[config.mk]
export PLATFORM = sky130hd
export DESIGN_NAME = pcm_to_stereo16_converter_core
export DESIGN_NICKNAME = d
export VERILOG_FILES = /design/src/design/pcts_pkg.sv /design/src/design/pcts_front.sv /design/src/design/pcts_queue.sv /design/src/design/pcts_back.sv /design/src/design/pcm_to_stereo16_converter_core.sv
export SDC_FILE = /design/constraint.sdc
export NUM_CORES = 1
export LEC_CHECK = 0
export ABC_CLOCK_PERIOD_IN_PS = 6650
export BUFFER_PORTS_ARGS = -buffer_cell sky130_fd_sc_hd__buf_4
export CAP_MARGIN = 20
export CELL_PAD_IN_SITES_DETAIL_PLACEMENT = 1
export CELL_PAD_IN_SITES_GLOBAL_PLACEMENT = 2
export CORE_ASPECT_RATIO = 0.6
export CORE_UTILIZATION = 44
export CTS_CLUSTER_DIAMETER = 100
export DETAILED_ROUTE_END_ITERATION = 8
export MAX_ROUTING_LAYER = met4
export PLACE_DENSITY_LB_ADDON = 0.08
export SLEW_MARGIN = 10
export SYNTH_ARGS = -nofsm -noshare
export SYNTH_HDL_FRONTEND = slang
export SYNTH_SLANG_ARGS = --single-unit
export TNS_END_PERCENT = 20
[constraint.sdc]
create_clock -name clock -period 6.65 [get_ports clock]
set_input_delay 1.33 -clock clock [delete_from_list [all_inputs] [get_ports clock]]
set_output_delay 1.33 -clock clock [all_outputs]
set_load 0.005 [all_outputs]
[src/design/pcts_pkg.sv]
// Shared types, register indexes and arithmetic helpers of the PCM to stereo converter.
package pcts_pkg;

   localparam int SAMPLE_W = 16;
   localparam int CSR_INDEX_W = 2;

   localparam logic [CSR_INDEX_W-1:0] REG_SOURCE_IS_8BIT   = 2'd0;
   localparam logic [CSR_INDEX_W-1:0] REG_SOURCE_HALF_RATE = 2'd1;
   localparam logic [CSR_INDEX_W-1:0] REG_SOURCE_MONO      = 2'd2;

   // Offset that maps an unsigned 8-bit sample shifted up by eight onto the signed range.
   localparam logic [SAMPLE_W-1:0] U8_OFFSET = 16'd32767;

   typedef logic signed [SAMPLE_W-1:0] sample_type;

   // One queued item: everything the back end needs to emit its frames.
   typedef struct packed {
      sample_type held_left;
      sample_type held_right;
      sample_type new_left;
      sample_type new_right;
      logic       has_held;
      logic       last;
      logic       half_rate;
   } cmd_type;

   typedef struct packed {
      logic full;
      logic empty;
   } queue_status_type;

   typedef enum logic [1:0] {
      KIND_HELD     = 2'd0,
      KIND_MID_HELD = 2'd1,
      KIND_NEW      = 2'd2,
      KIND_MID_ZERO = 2'd3
   } frame_kind_type;

   // (a + b + 1) / 2 truncated toward zero; the result always fits in 16 bits.
   function automatic sample_type mid_value(input sample_type a, input sample_type b);
      logic signed [SAMPLE_W+1:0] sum;
      logic signed [SAMPLE_W+1:0] adj;
      sum = {{2{a[SAMPLE_W-1]}}, a} + {{2{b[SAMPLE_W-1]}}, b} + 18'sd1;
      adj = sum + {{(SAMPLE_W+1){1'b0}}, sum[SAMPLE_W+1]};
      mid_value = adj[SAMPLE_W:1];
   endfunction

endpackage

[src/design/pcts_front.sv]
// Front end: configuration registers, sample conversion and held-frame tracking.
module pcts_front (
   input  logic                                clock,
   input  logic                                reset,
   input  logic                                csr_we,
   input  logic [pcts_pkg::CSR_INDEX_W-1:0]    csr_index,
   input  logic [0:0]                          csr_wdata,
   input  logic                                req_valid,
   output logic                                req_ready,
   input  logic signed [pcts_pkg::SAMPLE_W-1:0] req_left_sample,
   input  logic signed [pcts_pkg::SAMPLE_W-1:0] req_right_sample,
   input  logic                                req_last_frame,
   input  pcts_pkg::queue_status_type          queue_status,
   output logic                                push,
   output pcts_pkg::cmd_type                   push_cmd,
   output logic                                held_valid
);

   logic                 is_8bit_ff, is_8bit_in;
   logic                 half_rate_ff, half_rate_in;
   logic                 mono_ff, mono_in;
   logic                 held_valid_ff, held_valid_in;
   pcts_pkg::sample_type held_left_ff, held_left_in;
   pcts_pkg::sample_type held_right_ff, held_right_in;
   pcts_pkg::sample_type conv_left;
   pcts_pkg::sample_type conv_right;
   logic                 accept;
   logic                 csr_hit;

   function automatic pcts_pkg::sample_type convert(input logic u8,
                                                    input pcts_pkg::sample_type raw);
      if (u8) begin
         convert = {raw[7:0], 8'h00} - pcts_pkg::U8_OFFSET;
      end else begin
         convert = raw;
      end
   endfunction

   assign req_ready = !queue_status.full;
   assign accept    = req_valid && req_ready;
   assign conv_left  = convert(is_8bit_ff, req_left_sample);
   assign conv_right = mono_ff ? conv_left : convert(is_8bit_ff, req_right_sample);

   assign csr_hit = csr_we && (csr_index == pcts_pkg::REG_SOURCE_IS_8BIT ||
                               csr_index == pcts_pkg::REG_SOURCE_HALF_RATE ||
                               csr_index == pcts_pkg::REG_SOURCE_MONO);

   // A half-rate item that is neither last nor has a predecessor only gets held.
   assign push = accept && (!half_rate_ff || held_valid_ff || req_last_frame);

   always_comb begin
      push_cmd.held_left  = held_left_ff;
      push_cmd.held_right = held_right_ff;
      push_cmd.new_left   = conv_left;
      push_cmd.new_right  = conv_right;
      push_cmd.has_held   = held_valid_ff;
      push_cmd.last       = req_last_frame;
      push_cmd.half_rate  = half_rate_ff;
   end

   always_comb begin
      is_8bit_in    = is_8bit_ff;
      half_rate_in  = half_rate_ff;
      mono_in       = mono_ff;
      held_valid_in = held_valid_ff;
      held_left_in  = held_left_ff;
      held_right_in = held_right_ff;
      if (csr_we && csr_index == pcts_pkg::REG_SOURCE_IS_8BIT) begin
         is_8bit_in = csr_wdata[0];
      end
      if (csr_we && csr_index == pcts_pkg::REG_SOURCE_HALF_RATE) begin
         half_rate_in = csr_wdata[0];
      end
      if (csr_we && csr_index == pcts_pkg::REG_SOURCE_MONO) begin
         mono_in = csr_wdata[0];
      end
      if (accept && half_rate_ff) begin
         if (req_last_frame) begin
            held_valid_in = 1'b0;
         end else begin
            held_valid_in = 1'b1;
            held_left_in  = conv_left;
            held_right_in = conv_right;
         end
      end
      if (csr_hit) begin
         held_valid_in = 1'b0;
      end
   end

   always_ff @(posedge clock) begin
      if (reset) begin
         is_8bit_ff    <= 1'b0;
         half_rate_ff  <= 1'b0;
         mono_ff       <= 1'b0;
         held_valid_ff <= 1'b0;
         held_left_ff  <= '0;
         held_right_ff <= '0;
      end else begin
         is_8bit_ff    <= is_8bit_in;
         half_rate_ff  <= half_rate_in;
         mono_ff       <= mono_in;
         held_valid_ff <= held_valid_in;
         held_left_ff  <= held_left_in;
         held_right_ff <= held_right_in;
      end
   end

   assign held_valid = held_valid_ff;

endmodule

[src/design/pcts_queue.sv]
// Small FIFO of commands between the front and back ends.
module pcts_queue #(
   parameter int DEPTH = 4
) (
   input  logic                       clock,
   input  logic                       reset,
   input  logic                       push,
   input  pcts_pkg::cmd_type          push_cmd,
   input  logic                       pop,
   output pcts_pkg::cmd_type          head_cmd,
   output pcts_pkg::queue_status_type status
);

   localparam int PTR_W = (DEPTH > 1) ? $clog2(DEPTH) : 1;
   localparam int CNT_W = $clog2(DEPTH + 1);
   localparam logic [PTR_W-1:0] LAST_PTR = PTR_W'(DEPTH - 1);
   localparam logic [CNT_W-1:0] FULL_CNT = CNT_W'(DEPTH);

   pcts_pkg::cmd_type entry_ff [DEPTH];
   logic [PTR_W-1:0]  wr_ptr_ff, wr_ptr_in;
   logic [PTR_W-1:0]  rd_ptr_ff, rd_ptr_in;
   logic [CNT_W-1:0]  count_ff, count_in;

   assign status.full  = (count_ff == FULL_CNT);
   assign status.empty = (count_ff == '0);
   assign head_cmd     = entry_ff[rd_ptr_ff];

   always_comb begin
      wr_ptr_in = wr_ptr_ff;
      rd_ptr_in = rd_ptr_ff;
      count_in  = count_ff;
      if (push) begin
         wr_ptr_in = (wr_ptr_ff == LAST_PTR) ? '0 : wr_ptr_ff + PTR_W'(1);
      end
      if (pop) begin
         rd_ptr_in = (rd_ptr_ff == LAST_PTR) ? '0 : rd_ptr_ff + PTR_W'(1);
      end
      if (push && !pop) begin
         count_in = count_ff + CNT_W'(1);
      end else if (pop && !push) begin
         count_in = count_ff - CNT_W'(1);
      end
   end

   always_ff @(posedge clock) begin
      if (reset) begin
         wr_ptr_ff <= '0;
         rd_ptr_ff <= '0;
         count_ff  <= '0;
      end else begin
         wr_ptr_ff <= wr_ptr_in;
         rd_ptr_ff <= rd_ptr_in;
         count_ff  <= count_in;
      end
   end

   always_ff @(posedge clock) begin
      if (push) begin
         entry_ff[wr_ptr_ff] <= push_cmd;
      end
   end

endmodule

[src/design/pcts_back.sv]
// Back end: expands each command into its output frames, one per cycle unless stalled.
module pcts_back (
   input  logic                                 clock,
   input  logic                                 reset,
   input  pcts_pkg::cmd_type                    head_cmd,
   input  pcts_pkg::queue_status_type           queue_status,
   output logic                                 pop,
   output logic                                 rsp_valid,
   input  logic                                 rsp_ready,
   output logic signed [pcts_pkg::SAMPLE_W-1:0] rsp_left_out,
   output logic signed [pcts_pkg::SAMPLE_W-1:0] rsp_right_out,
   output logic                                 rsp_last_out
);

   logic [1:0]               step_ff, step_in;
   logic                     valid_ff, valid_in;
   pcts_pkg::sample_type     left_ff, left_in;
   pcts_pkg::sample_type     right_ff, right_in;
   logic                     last_ff, last_in;
   logic [2:0]               frame_count;
   logic                     final_step;
   logic                     advance;
   pcts_pkg::frame_kind_type kind;
   pcts_pkg::sample_type     mid_a_left, mid_b_left, mid_a_right, mid_b_right;
   pcts_pkg::sample_type     mid_left, mid_right;

   always_comb begin
      if (!head_cmd.half_rate) begin
         frame_count = 3'd1;
      end else begin
         frame_count = (head_cmd.has_held ? 3'd2 : 3'd0) + (head_cmd.last ? 3'd2 : 3'd0);
      end
   end

   always_comb begin
      if (!head_cmd.half_rate) begin
         kind = pcts_pkg::KIND_NEW;
      end else if (head_cmd.has_held) begin
         case (step_ff)
            2'd0:    kind = pcts_pkg::KIND_HELD;
            2'd1:    kind = pcts_pkg::KIND_MID_HELD;
            2'd2:    kind = pcts_pkg::KIND_NEW;
            default: kind = pcts_pkg::KIND_MID_ZERO;
         endcase
      end else begin
         kind = step_ff[0] ? pcts_pkg::KIND_MID_ZERO : pcts_pkg::KIND_NEW;
      end
   end

   // One shared midpoint unit per channel: against the held frame or against zero.
   always_comb begin
      if (kind == pcts_pkg::KIND_MID_HELD) begin
         mid_a_left  = head_cmd.held_left;
         mid_a_right = head_cmd.held_right;
         mid_b_left  = head_cmd.new_left;
         mid_b_right = head_cmd.new_right;
      end else begin
         mid_a_left  = head_cmd.new_left;
         mid_a_right = head_cmd.new_right;
         mid_b_left  = '0;
         mid_b_right = '0;
      end
   end

   assign mid_left  = pcts_pkg::mid_value(mid_a_left, mid_b_left);
   assign mid_right = pcts_pkg::mid_value(mid_a_right, mid_b_right);

   assign advance    = !queue_status.empty && (!valid_ff || rsp_ready);
   assign final_step = ({1'b0, step_ff} + 3'd1) == frame_count;
   assign pop        = advance && final_step;

   always_comb begin
      step_in  = step_ff;
      valid_in = valid_ff;
      left_in  = left_ff;
      right_in = right_ff;
      last_in  = last_ff;
      if (valid_ff && rsp_ready) begin
         valid_in = 1'b0;
      end
      if (advance) begin
         valid_in = 1'b1;
         step_in  = final_step ? 2'd0 : step_ff + 2'd1;
         case (kind)
            pcts_pkg::KIND_HELD: begin
               left_in  = head_cmd.held_left;
               right_in = head_cmd.held_right;
               last_in  = 1'b0;
            end
            pcts_pkg::KIND_MID_HELD: begin
               left_in  = mid_left;
               right_in = mid_right;
               last_in  = 1'b0;
            end
            pcts_pkg::KIND_NEW: begin
               left_in  = head_cmd.new_left;
               right_in = head_cmd.new_right;
               last_in  = head_cmd.last && !head_cmd.half_rate;
            end
            default: begin
               left_in  = mid_left;
               right_in = mid_right;
               last_in  = 1'b1;
            end
         endcase
      end
   end

   always_ff @(posedge clock) begin
      if (reset) begin
         step_ff  <= 2'd0;
         valid_ff <= 1'b0;
      end else begin
         step_ff  <= step_in;
         valid_ff <= valid_in;
      end
   end

   always_ff @(posedge clock) begin
      left_ff  <= left_in;
      right_ff <= right_in;
      last_ff  <= last_in;
   end

   assign rsp_valid     = valid_ff;
   assign rsp_left_out  = left_ff;
   assign rsp_right_out = right_ff;
   assign rsp_last_out  = last_ff;

endmodule

[src/design/pcm_to_stereo16_converter_core.sv]
// Top level of the PCM to stereo 16-bit converter: front end, command queue and back end.
// Each source frame is converted (unsigned 8-bit or signed 16-bit, mono or stereo) by the
// front end, which also holds one frame back in half-rate mode, and queued as at most one
// command. The back end emits one output frame per cycle while rsp_ready allows, via a
// single output register; an item has one output frame at full rate, zero to four at half
// rate (two for each of the held frame and a last frame). The queue of QUEUE_DEPTH commands
// lets items keep coming in while earlier frames wait on rsp_ready. Writing any
// configuration register drops a held frame.
module pcm_to_stereo16_converter_core #(
   parameter int QUEUE_DEPTH = 4
) (
   input  logic                                 clock,
   input  logic                                 reset,
   input  logic                                 csr_we,
   input  logic [pcts_pkg::CSR_INDEX_W-1:0]     csr_index,
   input  logic [0:0]                           csr_wdata,
   input  logic                                 req_valid,
   output logic                                 req_ready,
   input  logic signed [pcts_pkg::SAMPLE_W-1:0] req_left_sample,
   input  logic signed [pcts_pkg::SAMPLE_W-1:0] req_right_sample,
   input  logic                                 req_last_frame,
   output logic                                 rsp_valid,
   input  logic                                 rsp_ready,
   output logic signed [pcts_pkg::SAMPLE_W-1:0] rsp_left_out,
   output logic signed [pcts_pkg::SAMPLE_W-1:0] rsp_right_out,
   output logic                                 rsp_last_out
);

   logic                       push;
   logic                       pop;
   logic                       held_valid;
   pcts_pkg::cmd_type          push_cmd;
   pcts_pkg::cmd_type          head_cmd;
   pcts_pkg::queue_status_type queue_status;

   pcts_front u_front (
      .clock            (clock),
      .reset            (reset),
      .csr_we           (csr_we),
      .csr_index        (csr_index),
      .csr_wdata        (csr_wdata),
      .req_valid        (req_valid),
      .req_ready        (req_ready),
      .req_left_sample  (req_left_sample),
      .req_right_sample (req_right_sample),
      .req_last_frame   (req_last_frame),
      .queue_status     (queue_status),
      .push             (push),
      .push_cmd         (push_cmd),
      .held_valid       (held_valid)
   );

   pcts_queue #(
      .DEPTH (QUEUE_DEPTH)
   ) u_queue (
      .clock    (clock),
      .reset    (reset),
      .push     (push),
      .push_cmd (push_cmd),
      .pop      (pop),
      .head_cmd (head_cmd),
      .status   (queue_status)
   );

   pcts_back u_back (
      .clock         (clock),
      .reset         (reset),
      .head_cmd      (head_cmd),
      .queue_status  (queue_status),
      .pop           (pop),
      .rsp_valid     (rsp_valid),
      .rsp_ready     (rsp_ready),
      .rsp_left_out  (rsp_left_out),
      .rsp_right_out (rsp_right_out),
      .rsp_last_out  (rsp_last_out)
   );

   a_no_push_when_full: assert property (@(posedge clock) disable iff (reset)
      push |-> !queue_status.full)
      else $error("command pushed into a full queue");

   a_no_pop_when_empty: assert property (@(posedge clock) disable iff (reset)
      pop |-> !queue_status.empty)
      else $error("command popped from an empty queue");

   a_csr_drops_held: assert property (@(posedge clock) disable iff (reset)
      (csr_we && (csr_index == pcts_pkg::REG_SOURCE_IS_8BIT ||
                  csr_index == pcts_pkg::REG_SOURCE_HALF_RATE ||
                  csr_index == pcts_pkg::REG_SOURCE_MONO)) |=> !held_valid)
      else $error("held frame survived a configuration write");

   a_rsp_idle_after_reset: assert property (@(posedge clock)
      reset |=> !rsp_valid)
      else $error("result valid right after reset");

endmodule
# Word-level counts from Yosys, hierarchy flattened
# Memory sizes are Yosys's and may differ from the RTL's. A register that Yosys moved wholly into a read port is not among the register bits.
# Cells that the tools add are included.
[totals] mem_bits_rw=268 memories=1 register_bits=79 out_inout_bits=35
[mem_list] name="u_queue.entry_ff" depth=4 width=67 read_ports=1 rd_ports_with_merged_regs=1 wr=1 line_no="pcts_queue.sv:19" source="pcts_pkg::cmd_type entry_ff [DEPTH];"
[classes] eq_ne=10 n_reduce_logical=34 n_bitwise=1 addsub=15 muxes=29
[ops] op="two-way mux 16 bit" n=7
[ops] op="case mux 16 bit (2 select lines)" n=2
[ops] op="adder 18 x 1 -> 18 bit, second input constant" n=2
[ops] op="adder 16 x 16 -> 17 bit" n=2
[ops] op="adder 17 x 1 -> 17 bit" n=2
[ops] op="subtractor 16 x 15 -> 16 bit, second input constant" n=2
[ops] op="two-way mux 2 bit" n=9
[ops] op="logical AND 1 bit" n=13
[ops] op="equality test 2 bit, second input constant" n=5
[ops] op="two-way mux 3 bit" n=3
[ops] op="zero test 1 bit" n=7
[ops] op="adder 2 x 1 -> 2 bit, second input constant" n=3
[ops] op="equality test 2 x 1 -> 1 bit, second input constant" n=3
[ops] op="zero test 2 bit" n=3
[ops] op="two-way mux 1 bit" n=6
[ops] op="case mux 2 bit (3 select lines)" n=1
[ops] op="logical OR 1 bit" n=5
[ops] op="nonzero test 2 bit" n=2
[ops] op="OR reduction 2 bit" n=2
[ops] op="adder 2 x 1 -> 3 bit, second input constant" n=1
[ops] op="adder 3 x 1 -> 3 bit, second input constant" n=1
[ops] op="adder 3 bit" n=1
[ops] op="equality test 3 bit" n=1
[ops] op="equality test 3 bit, second input constant" n=1
[ops] op="5 further kinds" n=5

# Depth between registers and ports, before layout
[depth] word_depth=10 mapped_depth=23 ltp_nobuf=21

# Modules after synthesis
# Synthesis repeated with hierarchy kept, for this count alone.
[unflattened] hier_cells=1218 area_unflattened_um2=17098.9
[modules_own_cells] mod="pcts_queue" cells_each=394 area_each_um2=10142.2 n_inst=1 seq_area_each_um2=8227.9
[modules_own_cells] mod="pcts_back" cells_each=607 area_each_um2=5049.8 n_inst=1 seq_area_each_um2=1051.0
[modules_own_cells] mod="pcts_front" cells_each=217 area_each_um2=1906.8 n_inst=1 seq_area_each_um2=720.7

# Worst setup path before layout
# OpenSTA, ideal clock, no wires.
[synth_timing] kind="register to register" startpoint="register with a tool-made name" endpoint="register u_back.left_ff[15] (netlist: u_back.rsp_left_out[15]) (data pin)" period_less_slack_ns=5.752 path_stages_with_launch=20 setup_ns=0.264 setup_slack_ns=0.898 required_time_ns=6.386 arrival_time_ns=5.488 path_cell_list="dfxtp_1 > clkbuf_1 > buf_1 > buf_1 > mux4_2 > mux2_2 > ha_1 > fa_1 > a21o_1 > and3_1 > o21ai_0 > a31oi_1 > a211oi_1 > ha_1 > nand4_1 > a211oi_2 > or4b_4 > a211oi_2 > xnor2_1 > o21ai_1"
[synth_lines] element="end signal: assignment" line_no="pcts_back.sv:120" source="left_ff <= left_in;"
[synth_lines] element="end: declaration" line_no="pcts_back.sv:17" source="pcts_pkg::sample_type left_ff, left_in;"

==> out/summary.txt <==
worst hold path type: flip-flop to flip-flop
min cycle time layout: 6.070 ns
Max-cap violations: 0
Final setup violation count: 0
WL final: 47730 um
Die Height: 157.1 um
worst slew pin tran: 1.085 ns
Clock Skews: 0.01949 ns
starting density of the core: 0.4488
Worst Hold Launch: u_front.held_right_ff[10]$_SDFFE_PP0P_
post-CTS setup buffer count: 0
row count: 56
WHS Path Cells: 2
Antenna Violating Nets Remaining: 0
period utilisation layout: 0.9128
final hold vios: 0
worst skew pair latency: 0.54 ns
area of the multi-input gates: 0.007335 mm2
clock sinks: 349
GPL Wtd Cong: 0.8654
setup TNS: 0 ns
CTS clk-pin slew, worst paths: 0.07 ns
drt pass-1 iters: 8
I/O Pins: 76
final max-slew violation count: 0
f_max: 164.7 MHz
H-tree Lvls: 2
share of layout cells above drive strength 1: 0.2147
ys flop type: edfxtp_1
PortBufs: 75
gr usage total: 0.2442
reg2reg end: u_back.rsp_right_out[15]$_DFFE_PP_
first-pass GRT wire length: 72110 um
Critical Path RT: 7.03 ns
total CTS buffers: 36
Area Overhead vs Synth: 13.54%
Synthesized Nets: 1439
DRT iter0 DRCs: 967
Remaining Overflow, GRT: 0
via count: 11.46k
drt wl/cell: 24.27 um
Worst setup SP type: flip-flop
placed wire-length estimate: 33100 um
element type at the critical path end: flip-flop
Crit path arrival time: 6.45 ns
Cell Pwr Density: 499.3 mW/mm2
sequential area share after synthesis: 0.5669
DRC violations left: 8
post-DR vias/cell: 5.826
status: finished with violations
synth warn: 0
P_leak: 0.006910 uW
worst reg2reg setup slack: 0.58 ns
Fin Hold WS: 0.5029 ns
Synth Cell Area: 0.01764 mm2
core area: 0.03931 mm2
failing checks: design-rule violations
EDFF count, synth: 301
sequential cell area: 0.01000 mm2
number of fill cells: 3944
Die W: 260.5 um
crit-path max FO: 41
antenna violations before repair: 4
FFs w/ async S/R, synth: 0
Layout Utilization: 0.5095
non-filler cells, final: 1967
dpl cells: 1902
largest net degree at the start of global routing: 68
Avg Inst Size Synth: 13.08 um2
Syn Inst Count: 1349
r2r worst-path depth: 21
IR drop worst, VDD: 0.0002015 V
Max Root-Sink Buffers: 3
final net count: 1508
CTS Root Cell: clkbuf_16
Hold EP: u_front.held_right_ff[10]$_SDFFE_PP0P_
PostCTS Resize Cnt: 0
Crit Path Class: flip-flop to flip-flop
cts hold-fix bufs: 0
RSZ-0062 raised after global routing: no
Seq cells post-synth: 349
number of global-route vias before repair: 11.36k
Netlist cell types: 85
die area: 0.04092 mm2
clock tree from TritonCTS: done
Slew HR: 0.2767
[routing by layer]
metal  up-vias  global-route usage  wire (um)
li1       5290                   -          -
met4         0             0.03481        441
met3        40             0.03510       2697
met2       301              0.3003      17790
met1      5828              0.4151      26800
met5         -                   -          0
[how the worst max path moves through the flow]
stage / endpoint / slack (ns)
floorplan: u_back.rsp_left_out[15]$_DFFE_PP_ / 0.90
global placement: u_back.rsp_right_out[15]$_DFFE_PP_ / 0.77
detailed placement: u_back.rsp_right_out[15]$_DFFE_PP_ / 0.64
CTS: u_back.rsp_right_out[15]$_DFFE_PP_ / 0.60
global route: u_back.rsp_right_out[15]$_DFFE_PP_ / 0.12
finish: u_back.rsp_right_out[15]$_DFFE_PP_ / 0.58
[synthesized netlist by cell type (10+ instances only)]
| cell type | n | area [um2] |
|---|---|---|
| o211ai_1 | 10 | 75.07 |
| nor2_1 | 100 | 375.4 |
| inv_1 | 22 | 82.58 |
| nand4_1 | 16 | 100.1 |
| a211oi_1 | 13 | 97.59 |
| buf_1 | 14 | 52.55 |
| xnor2_1 | 36 | 315.3 |
| nand2_1 | 115 | 431.7 |
| nand3_1 | 28 | 140.1 |
| nor3_1 | 40 | 200.2 |
| xor2_1 | 24 | 210.2 |
| dfxtp_1 | 48 | 960.9 |
| nor2b_1 | 43 | 269.0 |
| mux2_2 | 53 | 596.8 |
| ha_1 | 46 | 575.6 |
| mux2i_1 | 47 | 470.5 |
| o21ai_0 | 43 | 215.2 |
| clkbuf_1 | 46 | 172.7 |
| edfxtp_1 | 301 | 9039 |
| and2_1 | 13 | 81.33 |
| a21oi_1 | 77 | 385.4 |
| mux4_2 | 67 | 1509 |
[cell usage in the layout, fill, tap and decap left out, drive strengths merged, types with 5 or more instances in the layout]
master / instances
edfxtp: 301
nand2: 115
nor2: 101
buf: 94
a21oi: 77
mux4: 67
mux2: 54
clkbuf: 51
dfxtp: 48
o21ai: 48
mux2i: 47
ha: 46
nor2b: 43
nor3: 41
xnor2: 36
nand3: 29
xor2: 25
inv: 23
a211oi: 18
nand4: 16
and2: 15
o211ai: 11
nand2b: 9
nor4: 9
o31ai: 8
or2: 7
o21a: 7
a21o: 7
clkinv: 6
o211a: 5
a211o: 5
nor4b: 5
[logic make-up (layout without fill, tap and decap cells)]
group                      after synthesis  in the layout  synth area share
and+or+nand+nor                        414            414            0.1174
adders and majority gates               49             49           0.03603
AOI/OAI and AO/OA                      223            223           0.08377
muxes                                  168            168            0.1469
buffers and inverters                   85            180           0.01830
other                                    0              1                 0
xor gates and xnor gates                61             61           0.03071
DFF                                    349            349            0.5669
[worst max-delay path, stage by stage (launching register included)]
cell and delay (ns):
dfxtp_4 0.44, mux4_2 0.59, nand2_1 0.11, nand4_1 0.35, buf_12 0.32, mux2_2 0.30, ha_1 0.23, fa_1 0.42
a211oi_1 0.46, o31a_1 0.40, a211o_1 0.21, a31oi_1 0.08, buf_4 0.16, nor2_1 0.09, ha_1 0.23, nand3_1 0.10
nor3_1 0.19, o21ai_0 0.21, nor3_2 0.31, nand3_1 0.20, o211a_1 0.28, nor3_1 0.18
[stage by stage]
step                      total power (uW)  instance area [um2]  setup WS (ns)
final                                10000                20030         0.5800
after global routing                 10590                20030         0.1185
after CTS                            10020                20030         0.5965
after detailed placement              7894                18820         0.6390
after global placement                7852                18800         0.7689
after floorplan                       6340                17640         0.8978
[flip-flops by register name, summed over array words and instances, names as in the netlist, named ones only]
name and flops:
u_back.rsp_right_out 16, u_front.half_rate_ff 1, u_queue.entry_ff 268, u_front.mono_ff 1, u_back.rsp_last_out 1, u_queue.wr_ptr_ff 2
u_front.held_left_ff 16, u_front.is_8bit_ff 1, u_back.rsp_left_out 16, u_back.rsp_valid 1, u_queue.rd_ptr_ff 2, u_front.held_valid 1
u_back.step_ff 2, u_queue.count_ff 3, u_front.held_right_ff 16
[where the power goes]
part	switching [uW]	internal, uW	total, uW
logic	3040	1970	5010
registers	118	2780	2900
clock network	877	1220	2090
total	4030	5970	10000
[final cells by class]
type	instances	share of cell area
clock buffer	51	0.04985
tap	522	0.03261
multi-input combinational	915	0.3662
inverter	22	0.004123
sequential	349	0.4995
timing repair buffer	94	0.03711
clock inverter	13	0.01043
antenna	1	0.0001249
Note: power is estimated with default switching activity, not from simulation.
